--- src/rtl/core/tks_pkg.sv ---
// Shared constants and types for the key-length-value key search block.
// No dependencies; every other file of the block imports this package.
package tks_pkg;

	// Element header layout: big-endian key followed by big-endian length.
	localparam int KEY_BYTES = 2;
	localparam int LEN_BYTES = 2;
	localparam int HDR_BYTES = KEY_BYTES + LEN_BYTES;

	localparam int KEY_W = 8 * KEY_BYTES;
	localparam int LEN_W = 8 * LEN_BYTES;
	localparam int CNT_W = $clog2(HDR_BYTES + 1);

	localparam int DATA_W    = 8;
	localparam int FIELD_W   = 16;
	localparam int OUTCOME_W = 2;

	// Configuration port: two 16-bit registers, 32-bit data bus, byte addresses 0 and 4.
	localparam int CFG_DATA_W = 32;
	localparam int CFG_ADDR_W = 3;
	localparam int CFG_IDX_LSB = 2;

	typedef enum logic [0:0] {
		REG_SEARCH_KEY   = 1'b0,
		REG_FRAME_LENGTH = 1'b1
	} cfg_reg_t;

	typedef enum logic [OUTCOME_W-1:0] {
		OUT_FOUND    = 2'd0,
		OUT_ZERO_KEY = 2'd1,
		OUT_END      = 2'd2
	} outcome_t;

	typedef enum logic [1:0] {
		PH_HEADER = 2'b01,
		PH_SKIP   = 2'b10
	} phase_t;

	typedef struct packed {
		logic                 valid;
		outcome_t             outcome;
		logic [FIELD_W-1:0]   value_offset;
		logic [FIELD_W-1:0]   value_length;
	} tks_result_t;

	typedef struct packed {
		logic   done;
		phase_t phase;
	} tks_status_t;

endpackage

--- src/rtl/core/tks_if.sv ---
// Valid/ready channel interfaces for the byte requests and the search results.
// Depends on tks_pkg for the field widths.
interface tks_byte_if import tks_pkg::*; ();
	logic              valid;
	logic              ready;
	logic              frame_start;
	logic [DATA_W-1:0] data_byte;

	modport source (output valid, output frame_start, output data_byte, input ready);
	modport sink   (input valid, input frame_start, input data_byte, output ready);
endinterface

interface tks_result_if import tks_pkg::*; ();
	logic                 valid;
	logic                 ready;
	logic [OUTCOME_W-1:0] outcome;
	logic [FIELD_W-1:0]   value_offset;
	logic [FIELD_W-1:0]   value_length;

	modport source (output valid, output outcome, output value_offset, output value_length,
		input ready);
	modport sink   (input valid, input outcome, input value_offset, input value_length,
		output ready);
endinterface

--- src/rtl/core/tlv_key_search.sv ---
// Key search over a key-length-value frame, one byte request per cycle if unstalled.
// A result is registered from the deciding byte held in the input register.
// Throughput: one byte per cycle unless a result stalls; one parse pass per byte.
// Reset (arst_n low): no frame is open, so bytes are dropped until a frame start;
// both configuration registers clear to zero and the channels come up empty.
module tlv_key_search import tks_pkg::*; (
	input  logic                  clk,
	input  logic                  arst_n,
	input  logic                  psel,
	input  logic                  penable,
	input  logic                  pwrite,
	input  logic [CFG_ADDR_W-1:0] paddr,
	input  logic [CFG_DATA_W-1:0] pwdata,
	output logic [CFG_DATA_W-1:0] prdata,
	output logic                  pready,
	tks_byte_if.sink              byte_ch,
	tks_result_if.source          result_ch
);

	logic [FIELD_W-1:0] search_key;
	logic [FIELD_W-1:0] frame_length;

	// Input register: holds one accepted byte request until the parser takes it.
	logic               valid_s1;
	logic               frame_start_s1;
	logic [DATA_W-1:0]  data_byte_s1;

	// Result register: parts the parser from the downstream handshake.
	logic               out_valid_q;
	outcome_t           outcome_q;
	logic [FIELD_W-1:0] value_offset_q;
	logic [FIELD_W-1:0] value_length_q;

	tks_result_t        step_res;
	tks_status_t        status;
	logic               advance;
	logic               in_accept;

	tks_cfg u_cfg (
		.clk          (clk),
		.arst_n       (arst_n),
		.psel         (psel),
		.penable      (penable),
		.pwrite       (pwrite),
		.paddr        (paddr),
		.pwdata       (pwdata),
		.prdata       (prdata),
		.pready       (pready),
		.search_key   (search_key),
		.frame_length (frame_length)
	);

	// The held byte is parsed when the result register is free or is being emptied,
	// so a result is never overwritten before it is taken.
	assign advance         = valid_s1 && (!out_valid_q || result_ch.ready);
	assign byte_ch.ready   = !valid_s1 || advance;
	assign in_accept       = byte_ch.valid && byte_ch.ready;

	tks_parser u_parser (
		.clk          (clk),
		.arst_n       (arst_n),
		.step_en      (advance),
		.frame_start  (frame_start_s1),
		.data_byte    (data_byte_s1),
		.search_key   (search_key),
		.frame_length (frame_length),
		.result       (step_res),
		.status       (status)
	);

	always_ff @(posedge clk or negedge arst_n) begin
		if (!arst_n) begin
			valid_s1 <= 1'b0;
		end else if (in_accept) begin
			valid_s1 <= 1'b1;
		end else if (advance) begin
			valid_s1 <= 1'b0;
		end
	end

	always_ff @(posedge clk) begin
		if (in_accept) begin
			frame_start_s1 <= byte_ch.frame_start;
			data_byte_s1   <= byte_ch.data_byte;
		end
	end

	always_ff @(posedge clk or negedge arst_n) begin
		if (!arst_n) begin
			out_valid_q <= 1'b0;
		end else if (advance) begin
			out_valid_q <= step_res.valid;
		end else if (result_ch.ready) begin
			out_valid_q <= 1'b0;
		end
	end

	always_ff @(posedge clk) begin
		if (advance && step_res.valid) begin
			outcome_q      <= step_res.outcome;
			value_offset_q <= step_res.value_offset;
			value_length_q <= step_res.value_length;
		end
	end

	assign result_ch.valid        = out_valid_q;
	assign result_ch.outcome      = outcome_q;
	assign result_ch.value_offset = value_offset_q;
	assign result_ch.value_length = value_length_q;

	// A new result can only come from a byte that the parser took in the prior cycle.
	a_result_from_step: assert property (@(posedge clk) disable iff (!arst_n)
		$rose(out_valid_q) |-> $past(advance && step_res.valid))
		else $error("result appeared without a parsed byte");

	// Every result closes the search until the next frame start.
	a_done_after_result: assert property (@(posedge clk) disable iff (!arst_n)
		(advance && step_res.valid) |=> status.done)
		else $error("search still open after a result");

	// Skipping a value only happens inside an open search.
	a_skip_open: assert property (@(posedge clk) disable iff (!arst_n)
		(status.phase == PH_SKIP) |-> (!status.done && $onehot(status.phase)))
		else $error("skip phase while the search is closed");

	// Only a found key reports a nonzero value length.
	a_len_found_only: assert property (@(posedge clk) disable iff (!arst_n)
		(advance && step_res.valid && step_res.outcome != OUT_FOUND)
			|-> (step_res.value_length == '0))
		else $error("nonzero length on a result other than found");

endmodule

--- src/rtl/core/tks_cfg.sv ---
// APB-style configuration registers: search key and frame length.
// Depends on tks_pkg for the register map.
module tks_cfg import tks_pkg::*; (
	input  logic                  clk,
	input  logic                  arst_n,
	input  logic                  psel,
	input  logic                  penable,
	input  logic                  pwrite,
	input  logic [CFG_ADDR_W-1:0] paddr,
	input  logic [CFG_DATA_W-1:0] pwdata,
	output logic [CFG_DATA_W-1:0] prdata,
	output logic                  pready,
	output logic [FIELD_W-1:0]    search_key,
	output logic [FIELD_W-1:0]    frame_length
);

	logic [FIELD_W-1:0] search_key_q;
	logic [FIELD_W-1:0] frame_length_q;
	cfg_reg_t           reg_sel;
	logic               wr_en;

	assign reg_sel = cfg_reg_t'(paddr[CFG_IDX_LSB]);
	assign wr_en   = psel && penable && pwrite;
	assign pready  = 1'b1;

	always_ff @(posedge clk or negedge arst_n) begin
		if (!arst_n) begin
			search_key_q   <= '0;
			frame_length_q <= '0;
		end else if (wr_en) begin
			case (reg_sel)
				REG_SEARCH_KEY:   search_key_q   <= pwdata[FIELD_W-1:0];
				REG_FRAME_LENGTH: frame_length_q <= pwdata[FIELD_W-1:0];
				default: ;
			endcase
		end
	end

	always_comb begin
		case (reg_sel)
			REG_SEARCH_KEY:   prdata = CFG_DATA_W'(search_key_q);
			REG_FRAME_LENGTH: prdata = CFG_DATA_W'(frame_length_q);
			default:          prdata = '0;
		endcase
	end

	assign search_key   = search_key_q;
	assign frame_length = frame_length_q;

endmodule

--- src/rtl/core/tks_parser.sv ---
// Parse state of the element scan and the per-byte update logic.
// Depends on tks_pkg; consumes one byte per enabled cycle.
module tks_parser import tks_pkg::*; (
	input  logic               clk,
	input  logic               arst_n,
	input  logic               step_en,
	input  logic               frame_start,
	input  logic [DATA_W-1:0]  data_byte,
	input  logic [FIELD_W-1:0] search_key,
	input  logic [FIELD_W-1:0] frame_length,
	output tks_result_t        result,
	output tks_status_t        status
);

	typedef struct packed {
		logic [FIELD_W-1:0] pos;
		phase_t             phase;
		logic [CNT_W-1:0]   cnt;
		logic [KEY_W-1:0]   key;
		logic [LEN_W-1:0]   len;
		logic [FIELD_W-1:0] skip;
		logic               done;
	} state_t;

	state_t             st_q;
	state_t             nxt;
	tks_result_t        res;
	logic [FIELD_W:0]   vstart;
	logic [FIELD_W+1:0] lim;
	logic [FIELD_W:0]   remain;
	logic               fits;
	logic               match;
	logic               restart;
	logic [CNT_W-1:0]   cnt_n;
	logic [KEY_W-1:0]   key_n;
	logic [LEN_W-1:0]   len_n;

	always_comb begin
		nxt     = st_q;
		res     = '0;
		vstart  = '0;
		remain  = '0;
		fits    = 1'b0;
		match   = 1'b0;
		restart = 1'b0;
		cnt_n   = st_q.cnt;
		key_n   = st_q.key;
		len_n   = st_q.len;

		// A frame start always restarts the scan at an element boundary.
		if (frame_start) begin
			nxt.done  = 1'b0;
			nxt.pos   = '0;
			nxt.phase = PH_HEADER;
			nxt.cnt   = '0;
			nxt.key   = '0;
			nxt.len   = '0;
			nxt.skip  = '0;
			if ({2'b00, frame_length} <= (FIELD_W+2)'(HDR_BYTES)) begin
				nxt.done         = 1'b1;
				res.valid        = 1'b1;
				res.outcome      = OUT_END;
				res.value_offset = frame_length;
			end
		end

		if (!nxt.done) begin
			vstart  = {1'b0, nxt.pos} + (FIELD_W+1)'(1);
			nxt.pos = nxt.pos + FIELD_W'(1);
			if (nxt.phase == PH_SKIP) begin
				nxt.skip = nxt.skip - FIELD_W'(1);
				if (nxt.skip == '0) begin
					restart = 1'b1;
				end
			end else begin
				if (nxt.cnt < CNT_W'(KEY_BYTES)) begin
					key_n = KEY_W'({nxt.key, data_byte});
				end else begin
					len_n = LEN_W'({nxt.len, data_byte});
				end
				cnt_n   = nxt.cnt + CNT_W'(1);
				nxt.cnt = cnt_n;
				nxt.key = key_n;
				nxt.len = len_n;
				remain  = ((FIELD_W+1)'(frame_length) > vstart) ?
					(FIELD_W+1)'(frame_length) - vstart : '0;
				fits    = 33'(remain) >= 33'(len_n);
				match   = 32'(key_n) == 32'(search_key);
				if (cnt_n == CNT_W'(KEY_BYTES) && key_n == '0) begin
					nxt.done         = 1'b1;
					res.valid        = 1'b1;
					res.outcome      = OUT_ZERO_KEY;
					res.value_offset = frame_length;
				end else if (cnt_n == CNT_W'(HDR_BYTES)) begin
					if (match && fits) begin
						nxt.done         = 1'b1;
						res.valid        = 1'b1;
						res.outcome      = OUT_FOUND;
						res.value_offset = vstart[FIELD_W-1:0];
						res.value_length = FIELD_W'(len_n);
					end else if (fits && len_n != '0) begin
						nxt.phase = PH_SKIP;
						nxt.cnt   = '0;
						nxt.skip  = FIELD_W'(len_n);
					end else begin
						// Empty value or a length that overruns the frame.
						restart = 1'b1;
					end
				end
			end
		end

		lim = (FIELD_W+2)'(vstart) + (FIELD_W+2)'(HDR_BYTES);
		if (restart) begin
			nxt.phase = PH_HEADER;
			nxt.cnt   = '0;
			nxt.key   = '0;
			nxt.len   = '0;
			nxt.skip  = '0;
			if ({2'b00, frame_length} <= lim) begin
				nxt.done         = 1'b1;
				res.valid        = 1'b1;
				res.outcome      = OUT_END;
				res.value_offset = frame_length;
			end
		end
	end

	always_ff @(posedge clk or negedge arst_n) begin
		if (!arst_n) begin
			st_q.pos   <= '0;
			st_q.phase <= PH_HEADER;
			st_q.cnt   <= '0;
			st_q.key   <= '0;
			st_q.len   <= '0;
			st_q.skip  <= '0;
			st_q.done  <= 1'b1;
		end else if (step_en) begin
			st_q <= nxt;
		end
	end

	assign result       = res;
	assign status.done  = st_q.done;
	assign status.phase = st_q.phase;

endmodule
--- src/flat_wrapper.sv ---
// flat-port wrapper written by rule: the top's interface ports become plain ports
module tlv_key_search_flat import tks_pkg::*;
  (clk, arst_n, psel, penable, pwrite, paddr, pwdata, prdata, pready, byte_ch_valid, byte_ch_frame_start, byte_ch_data_byte, byte_ch_ready, result_ch_valid, result_ch_outcome, result_ch_value_offset, result_ch_value_length, result_ch_ready);
  tks_byte_if byte_ch_i ();
  tks_result_if result_ch_i ();
  input  logic clk;
  input  logic arst_n;
  input  logic psel;
  input  logic penable;
  input  logic pwrite;
  input  logic [CFG_ADDR_W-1:0] paddr;
  input  logic [CFG_DATA_W-1:0] pwdata;
  output logic [CFG_DATA_W-1:0] prdata;
  output logic pready;
  input wire logic [$bits(byte_ch_i.valid)-1:0] byte_ch_valid;
  input wire logic [$bits(byte_ch_i.frame_start)-1:0] byte_ch_frame_start;
  input wire logic [$bits(byte_ch_i.data_byte)-1:0] byte_ch_data_byte;
  output wire logic [$bits(byte_ch_i.ready)-1:0] byte_ch_ready;
  output wire logic [$bits(result_ch_i.valid)-1:0] result_ch_valid;
  output wire logic [$bits(result_ch_i.outcome)-1:0] result_ch_outcome;
  output wire logic [$bits(result_ch_i.value_offset)-1:0] result_ch_value_offset;
  output wire logic [$bits(result_ch_i.value_length)-1:0] result_ch_value_length;
  input wire logic [$bits(result_ch_i.ready)-1:0] result_ch_ready;
  assign byte_ch_i.valid = byte_ch_valid;
  assign byte_ch_i.frame_start = byte_ch_frame_start;
  assign byte_ch_i.data_byte = byte_ch_data_byte;
  assign byte_ch_ready = byte_ch_i.ready;
  assign result_ch_valid = result_ch_i.valid;
  assign result_ch_outcome = result_ch_i.outcome;
  assign result_ch_value_offset = result_ch_i.value_offset;
  assign result_ch_value_length = result_ch_i.value_length;
  assign result_ch_i.ready = result_ch_ready;
  tlv_key_search u_core (.clk(clk), .arst_n(arst_n), .psel(psel), .penable(penable), .pwrite(pwrite), .paddr(paddr), .pwdata(pwdata), .prdata(prdata), .pready(pready), .byte_ch(byte_ch_i), .result_ch(result_ch_i));
endmodule
--- config.mk ---
export PLATFORM = sky130hd
export DESIGN_NAME = tlv_key_search_flat
export DESIGN_NICKNAME = d
export VERILOG_FILES = /design/src/rtl/core/tks_pkg.sv /design/src/rtl/core/tks_if.sv /design/src/rtl/core/tlv_key_search.sv /design/src/rtl/core/tks_cfg.sv /design/src/rtl/core/tks_parser.sv /design/src/flat_wrapper.sv
export SDC_FILE = /design/constraint.sdc
export NUM_CORES = 1
export LEC_CHECK = 0
export ABC_CLOCK_PERIOD_IN_PS = 16950
export BUFFER_PORTS_ARGS = -buffer_cell sky130_fd_sc_hd__buf_2
export CAP_MARGIN = 25
export CORE_ASPECT_RATIO = 0.75
export CORE_MARGIN = 5
export CORE_UTILIZATION = 40
export CTS_CLUSTER_DIAMETER = 100
export DETAILED_ROUTE_END_ITERATION = 12
export GPL_TIMING_DRIVEN = 0
export PLACE_DENSITY = 0.64
export SYNTH_ARGS = -nofsm -noshare
export SYNTH_HDL_FRONTEND = slang
export SYNTH_HIERARCHICAL = 1
export SYNTH_SLANG_ARGS = --single-unit
export TNS_END_PERCENT = 10
--- constraint.sdc ---
create_clock -name clk -period 16.95 [get_ports clk]
set_input_delay 2.5425 -clock clk [delete_from_list [all_inputs] [get_ports clk]]
set_output_delay 2.5425 -clock clk [all_outputs]
set_load 0.02 [all_outputs]
# Yosys cells after proc, flatten, opt, wreduce, memory -nomap -nowiden
# Cells that the tools add are included.
# totals
reg_bits,147
inputBits,51
elab_cells,102
# classes
mux,48
bitwise,3
n_eq_ne,4
n_addsub,6
n_lt_le_gt_ge,5
n_reduce_logical,20
# op_table
cell,count
16-bit 2-to-1 mux,11
35-bit 2-to-1 mux,4
70-bit 2-to-1 mux,2
19-bit 2-to-1 mux,5
32-bit one-hot mux with 2 select lines,1
54-bit 2-to-1 mux,1
17-bit 2-to-1 mux,3
37-bit 2-to-1 mux,1
16-bit logical NOT,2
5-bit 2-to-1 mux,4
17-bit by 3-bit adder with 18-bit output (second input constant),1
16-bit by 18-bit <= comparator with 1-bit output,1
16-bit by 1-bit adder with 17-bit output (second input constant),1
17-bit by 16-bit greater-or-equal comparator with 1-bit output,1
16-bit by 17-bit > comparator with 1-bit output,1
16-bit by 17-bit subtractor with 17-bit output,1
16-bit by 1-bit adder with 16-bit output (second input constant),1
16-bit equality test,1
16-bit by 3-bit <= comparator with 1-bit output (second input constant),1
1-bit 2-to-1 mux,16
16-bit nonzero test,1
16-bit by 1-bit subtractor with 16-bit output (second input constant),1
1-bit logical AND,8
5-bit OR reduction,1
10 further kinds,16

# Depth between registers and ports, before layout
# depth
depth_word,17
depth_mapped,36
depth_no_buf,33

# By module
# The synthesis kept the hierarchy.
# by_module_without_submodules
mod,instances,area_per_inst_um2,cells_each,seq_area_each_um2
tks_parser,1,7445.9,930,1754.2
tks_cfg,1,1597.8,105,800.8
tlv_key_search,1,1402.6,53,1341.3

# Worst setup path before layout
# No wires, ideal clock.
# synth_path
path_type,register to register
startpoint,register u_core.frame_start_s1
endpoint,register u_core.outcome_q[0] (netlist: u_core/result_ch.outcome[0]) (enable)
t_arrival_ns,8.023
path_stages_with_launch,37
synth_period_minus_slack_ns,8.452
slack_ns,8.498
setup_time_ns,0.429
required_ns,16.521
path_cell_list,edfxtp_1 buf_2 buf_1 clkbuf_1 buf_1 clkbuf_1 nor2b_1 ha_1 nand2_1 nor2_1 xnor2_1 nor2_1 inv_1 ha_1 or3_1 o221ai_1 a21oi_1 or2_2 maj3_1 maj3_1 a21o_1 a21oi_1 xor2_1 nor2_1 ha_1 nand4_1 nor2_1 nand2_1 o31ai_1 o21ai_0 nand2_1 a2111oi_4 o22ai_1 nand2_1 a21o_1 nand2_1 nor2b_1
# synth_rtl
item,line_no,source
from (decl),tlv_key_search.sv:25,logic frame_start_s1;
from (signal assigned),tlv_key_search.sv:83,frame_start_s1 <= byte_ch.frame_start;
to (signal assigned),tlv_key_search.sv:100,outcome_q <= step_res.outcome;
to (decl),tlv_key_search.sv:30,outcome_t outcome_q;

==> results by group <==
Run status
  • Result of the run: complete, no violations

Power
  • Power share of the combinational group: 0.399
  • Int Pwr: 851 µW
  • Sequential fraction of design power: 0.336
  • Net switching power of the design: 578 µW
  • Clk network pwr share: 0.264
  • Power per standard cell area: 119 nW/µm²
  • Sw Ratio: 0.405
  • Total leakage power: 5.02 nW
  • Worst vdd ir: 0.0827 mV

Placed design
  • Number of buffers inserted by port buffering: 83
  • DP Wirelength: 26.5 mm
  • Last weighted congestion value of the routability-driven placer: 0.978

Final layout
  • Diode insertion count for antenna repair: 0
  • Ratio of cells with drive above 1 in the final layout: 0.197
  • Area growth syn-to-layout: 14.9%
  • Final net count: 1,311

Synthesis
  • Cell area after technology mapping: 10,400 µm²
  • Synthesized area per cell: 9.61 µm²
  • Yosys warns: 6
  • Gate count after technology mapping: 1,085

Clock network
  • Sink Count: 147
  • Post-CTS Repair Setup Buffers: 0
  • Root Buffer: clkbuf_16
  • Clock-pin transition on the worst setup and hold timing paths: 0.06 ns
  • Quantity of gates resized following cts: 0
  • Clock latency on the worst-skew pair: 0.44 ns
  • Number of buffers added by the clock tree synthesis step: 17
  • TritonCTS clock tree: yes
  • Clock H-tree levels: 4
  • Number of buffers between clock root and the deepest sink: 2
  • Number of hold buffers added after CTS: 0

Critical path
  • Critical Path Slowest Stage Cell: clkbuf_1
  • CP dominant cell by count: nand2_1
  • Buf/Inv on CP: 7
  • Critical path peak fanout: 27
  • CP peak stage delay: 0.71 ns
  • Crit path required time: 17.08 ns
  • WS Path Type: reg -> reg
  • Number of stages on the worst setup path: 37
  • Crit. End Element: flip-flop
  • Worst reg2reg setup slack: 6.89 ns
  • Destination of the worst register-to-register timing path: u_core/result_ch.value_offset[13]$_DFFE_PP_
  • Launching element type of the critical path: flip-flop
  • Signal arrival time at the worst endpoint: 10.19 ns
  • Crit-path leading delay family: buffers and inverters
  • Number of cell instances on the worst register-to-register path: 37
  • Reg-to-reg critical path startpoint: u_core/frame_start_s1$_DFFE_PP_

Floorplan
  • Area enclosed by the die boundary: 29,400 µm²
  • Initial Utilization: 0.403
  • Number of I/O pins: 120
  • Vertical die dimension: 150 µm
  • Width of the chip: 196 µm
  • Core outline area: 25,800 µm²
  • Number of cell rows: 51

GRT
  • Maximum number of pins on one net before global-route repair: 68
  • Via count of the first global-routing pass: 8,816
  • Number of antenna violations at the first check in global routing: 1
  • Wire length of the first global-routing pass: 53.3 mm
  • GR Util All Layers: 0.237
  • Aggregate global routing overflow: 0

Timing
  • Share of the clock period used by the worst path: 0.594
  • Count of final hold-check violations: 0
  • Final critical path time including I/O delays and setup: 10.06 ns
  • Number of pins exceeding their max-slew limit in the final report: 0
  • Final setup fails: 0
  • Slew headroom: 0.238
  • Setup repair after global routing missed its margin: no
  • Total negative slack: 0 ns
  • Pin slew with the least headroom to its limit: 1.13 ns
  • Maximum clock frequency: 99.4 MHz
  • Worst Hold Margin: 0.497 ns
  • Setup Skew: 0.00931 ns

Drt
  • Antenna Violating Nets Remaining: 0
  • Per-cell routed wire length: 22.3 µm
  • Total Wirelength: 34.9 mm
  • Starting DRT DRC Count: 1,214
  • 1st-pass router iterations: 6
  • Vias per std cell: 5.95
  • Total via count after detailed routing: 9,288
  • DRC violations left: 0

Worst hold path
  • Hold Startpoint: u_core/u_parser/st_q[68]$_DFFE_PN0P_
  • Min-delay worst type: reg -> reg
  • Worst-case hold path end point: u_core/u_parser/st_q[68]$_DFFE_PN0P_
  • Cell count of the worst hold path: 2

Run
  • Max-cap violations: 0
## cells in the final DEF (no fill, tap or decap), drive strengths merged, types with 5 or more instances in the layout
| cell | count |
|---|---|
| mux2 | 49 |
| nand2 | 97 |
| edfxtp | 43 |
| nor2 | 88 |
| and2 | 8 |
| nor3 | 28 |
| xor2 | 21 |
| nand3 | 24 |
| nand4 | 22 |
| o21ai | 64 |
| xnor2 | 33 |
| a32oi | 6 |
| o2bb2ai | 20 |
| o31ai | 7 |
| or3 | 7 |
| a31oi | 18 |
| a22o | 19 |
| ha | 54 |
| nor4b | 9 |
| nand2b | 16 |
| o21a | 5 |
| or2 | 5 |
| a21oi | 39 |
| o211ai | 13 |
| nor2b | 11 |
| inv | 51 |
| mux2i | 21 |
| or4 | 5 |
| conb | 17 |
| clkbuf | 51 |
| a221oi | 5 |
| o22ai | 9 |
| a22oi | 5 |
| a211oi | 6 |
| buf | 127 |
| a21o | 18 |
| dfrtp | 102 |
| and3 | 7 |
| nor4 | 20 |
## worst max path at each step
stage                                     from                                           to
6_report       u_core/frame_start_s1$_DFFE_PP_  u_core/result_ch.value_offset[13]$_DFFE_PP_
5_1_grt        u_core/frame_start_s1$_DFFE_PP_  u_core/result_ch.value_offset[13]$_DFFE_PP_
4_1_cts        u_core/frame_start_s1$_DFFE_PP_   u_core/result_ch.value_offset[9]$_DFFE_PP_
3_5_place_dp   u_core/frame_start_s1$_DFFE_PP_   u_core/result_ch.value_offset[7]$_DFFE_PP_
3_3_place_gp   u_core/frame_start_s1$_DFFE_PP_   u_core/result_ch.value_offset[7]$_DFFE_PP_
2_1_floorplan  u_core/frame_start_s1$_DFFE_PP_        u_core/result_ch.outcome[0]$_DFFE_PP_
## flip-flops by register name, summed over array words and instances, names as in the netlist, 2 cells and up
name,cells
u_core/data_byte_s1,8
u_core/result_ch.outcome,2
u_core/result_ch.value_length,16
u_core/result_ch.value_offset,16
u_core/u_cfg/frame_length,16
u_core/u_cfg/search_key,16
u_core/u_parser/st_q,67
u_core/u_parser/status,3
## layer usage
layer  wire length (µm)  vias up  global-route usage
li1                   -     4241                   -
met1              16000     4475               0.350
met3               4330       62              0.0986
met4                727        0              0.0572
met2              13800      510               0.320
met5                  0        -                   0
## worst register-to-register path, delay by kind of cell (launching register included)
family | cells | cell delay [ns]
and+or+nand+nor | 14 | 2.40
adders and majority gates | 5 | 1.70
xor gates and xnor gates | 2 | 0.29
buffers and inverters | 7 | 3.07
DFF | 1 | 0.48
AOI/OAI and AO/OA | 9 | 1.80
## metrics by stage
stage	area [µm²]	utilization	setup WS (ns)	power, mW	std cells
floorplan	10500	-	8.50	0.864	1100
global placement	11300	0.438	5.05	1.03	1527
detailed placement	11400	0.441	7.15	1.04	1530
CTS	12000	0.463	7.10	1.42	1562
global route	12000	0.463	6.41	1.51	1562
finish	12000	0.463	6.89	1.43	1562
## power groups by stage
stage	clock network, mW	registers (mW)	logic [mW]
floorplan	0	0.453	0.411
global placement	0	0.483	0.545
detailed placement	0	0.484	0.556
CTS	0.388	0.477	0.560
global route	0.401	0.486	0.625
finish	0.378	0.481	0.571
## layout make-up
type	count	area (µm²)
fillers	2508	13900
multi-input cells	835	6010
flip-flops and latches	147	3900
repair buffers	86	473
clock buffers	20	468
well taps	344	430
plain buffers	72	407
inverters	46	173
clock inverters	12	115
Note: power is estimated with default switching activity, not from simulation.
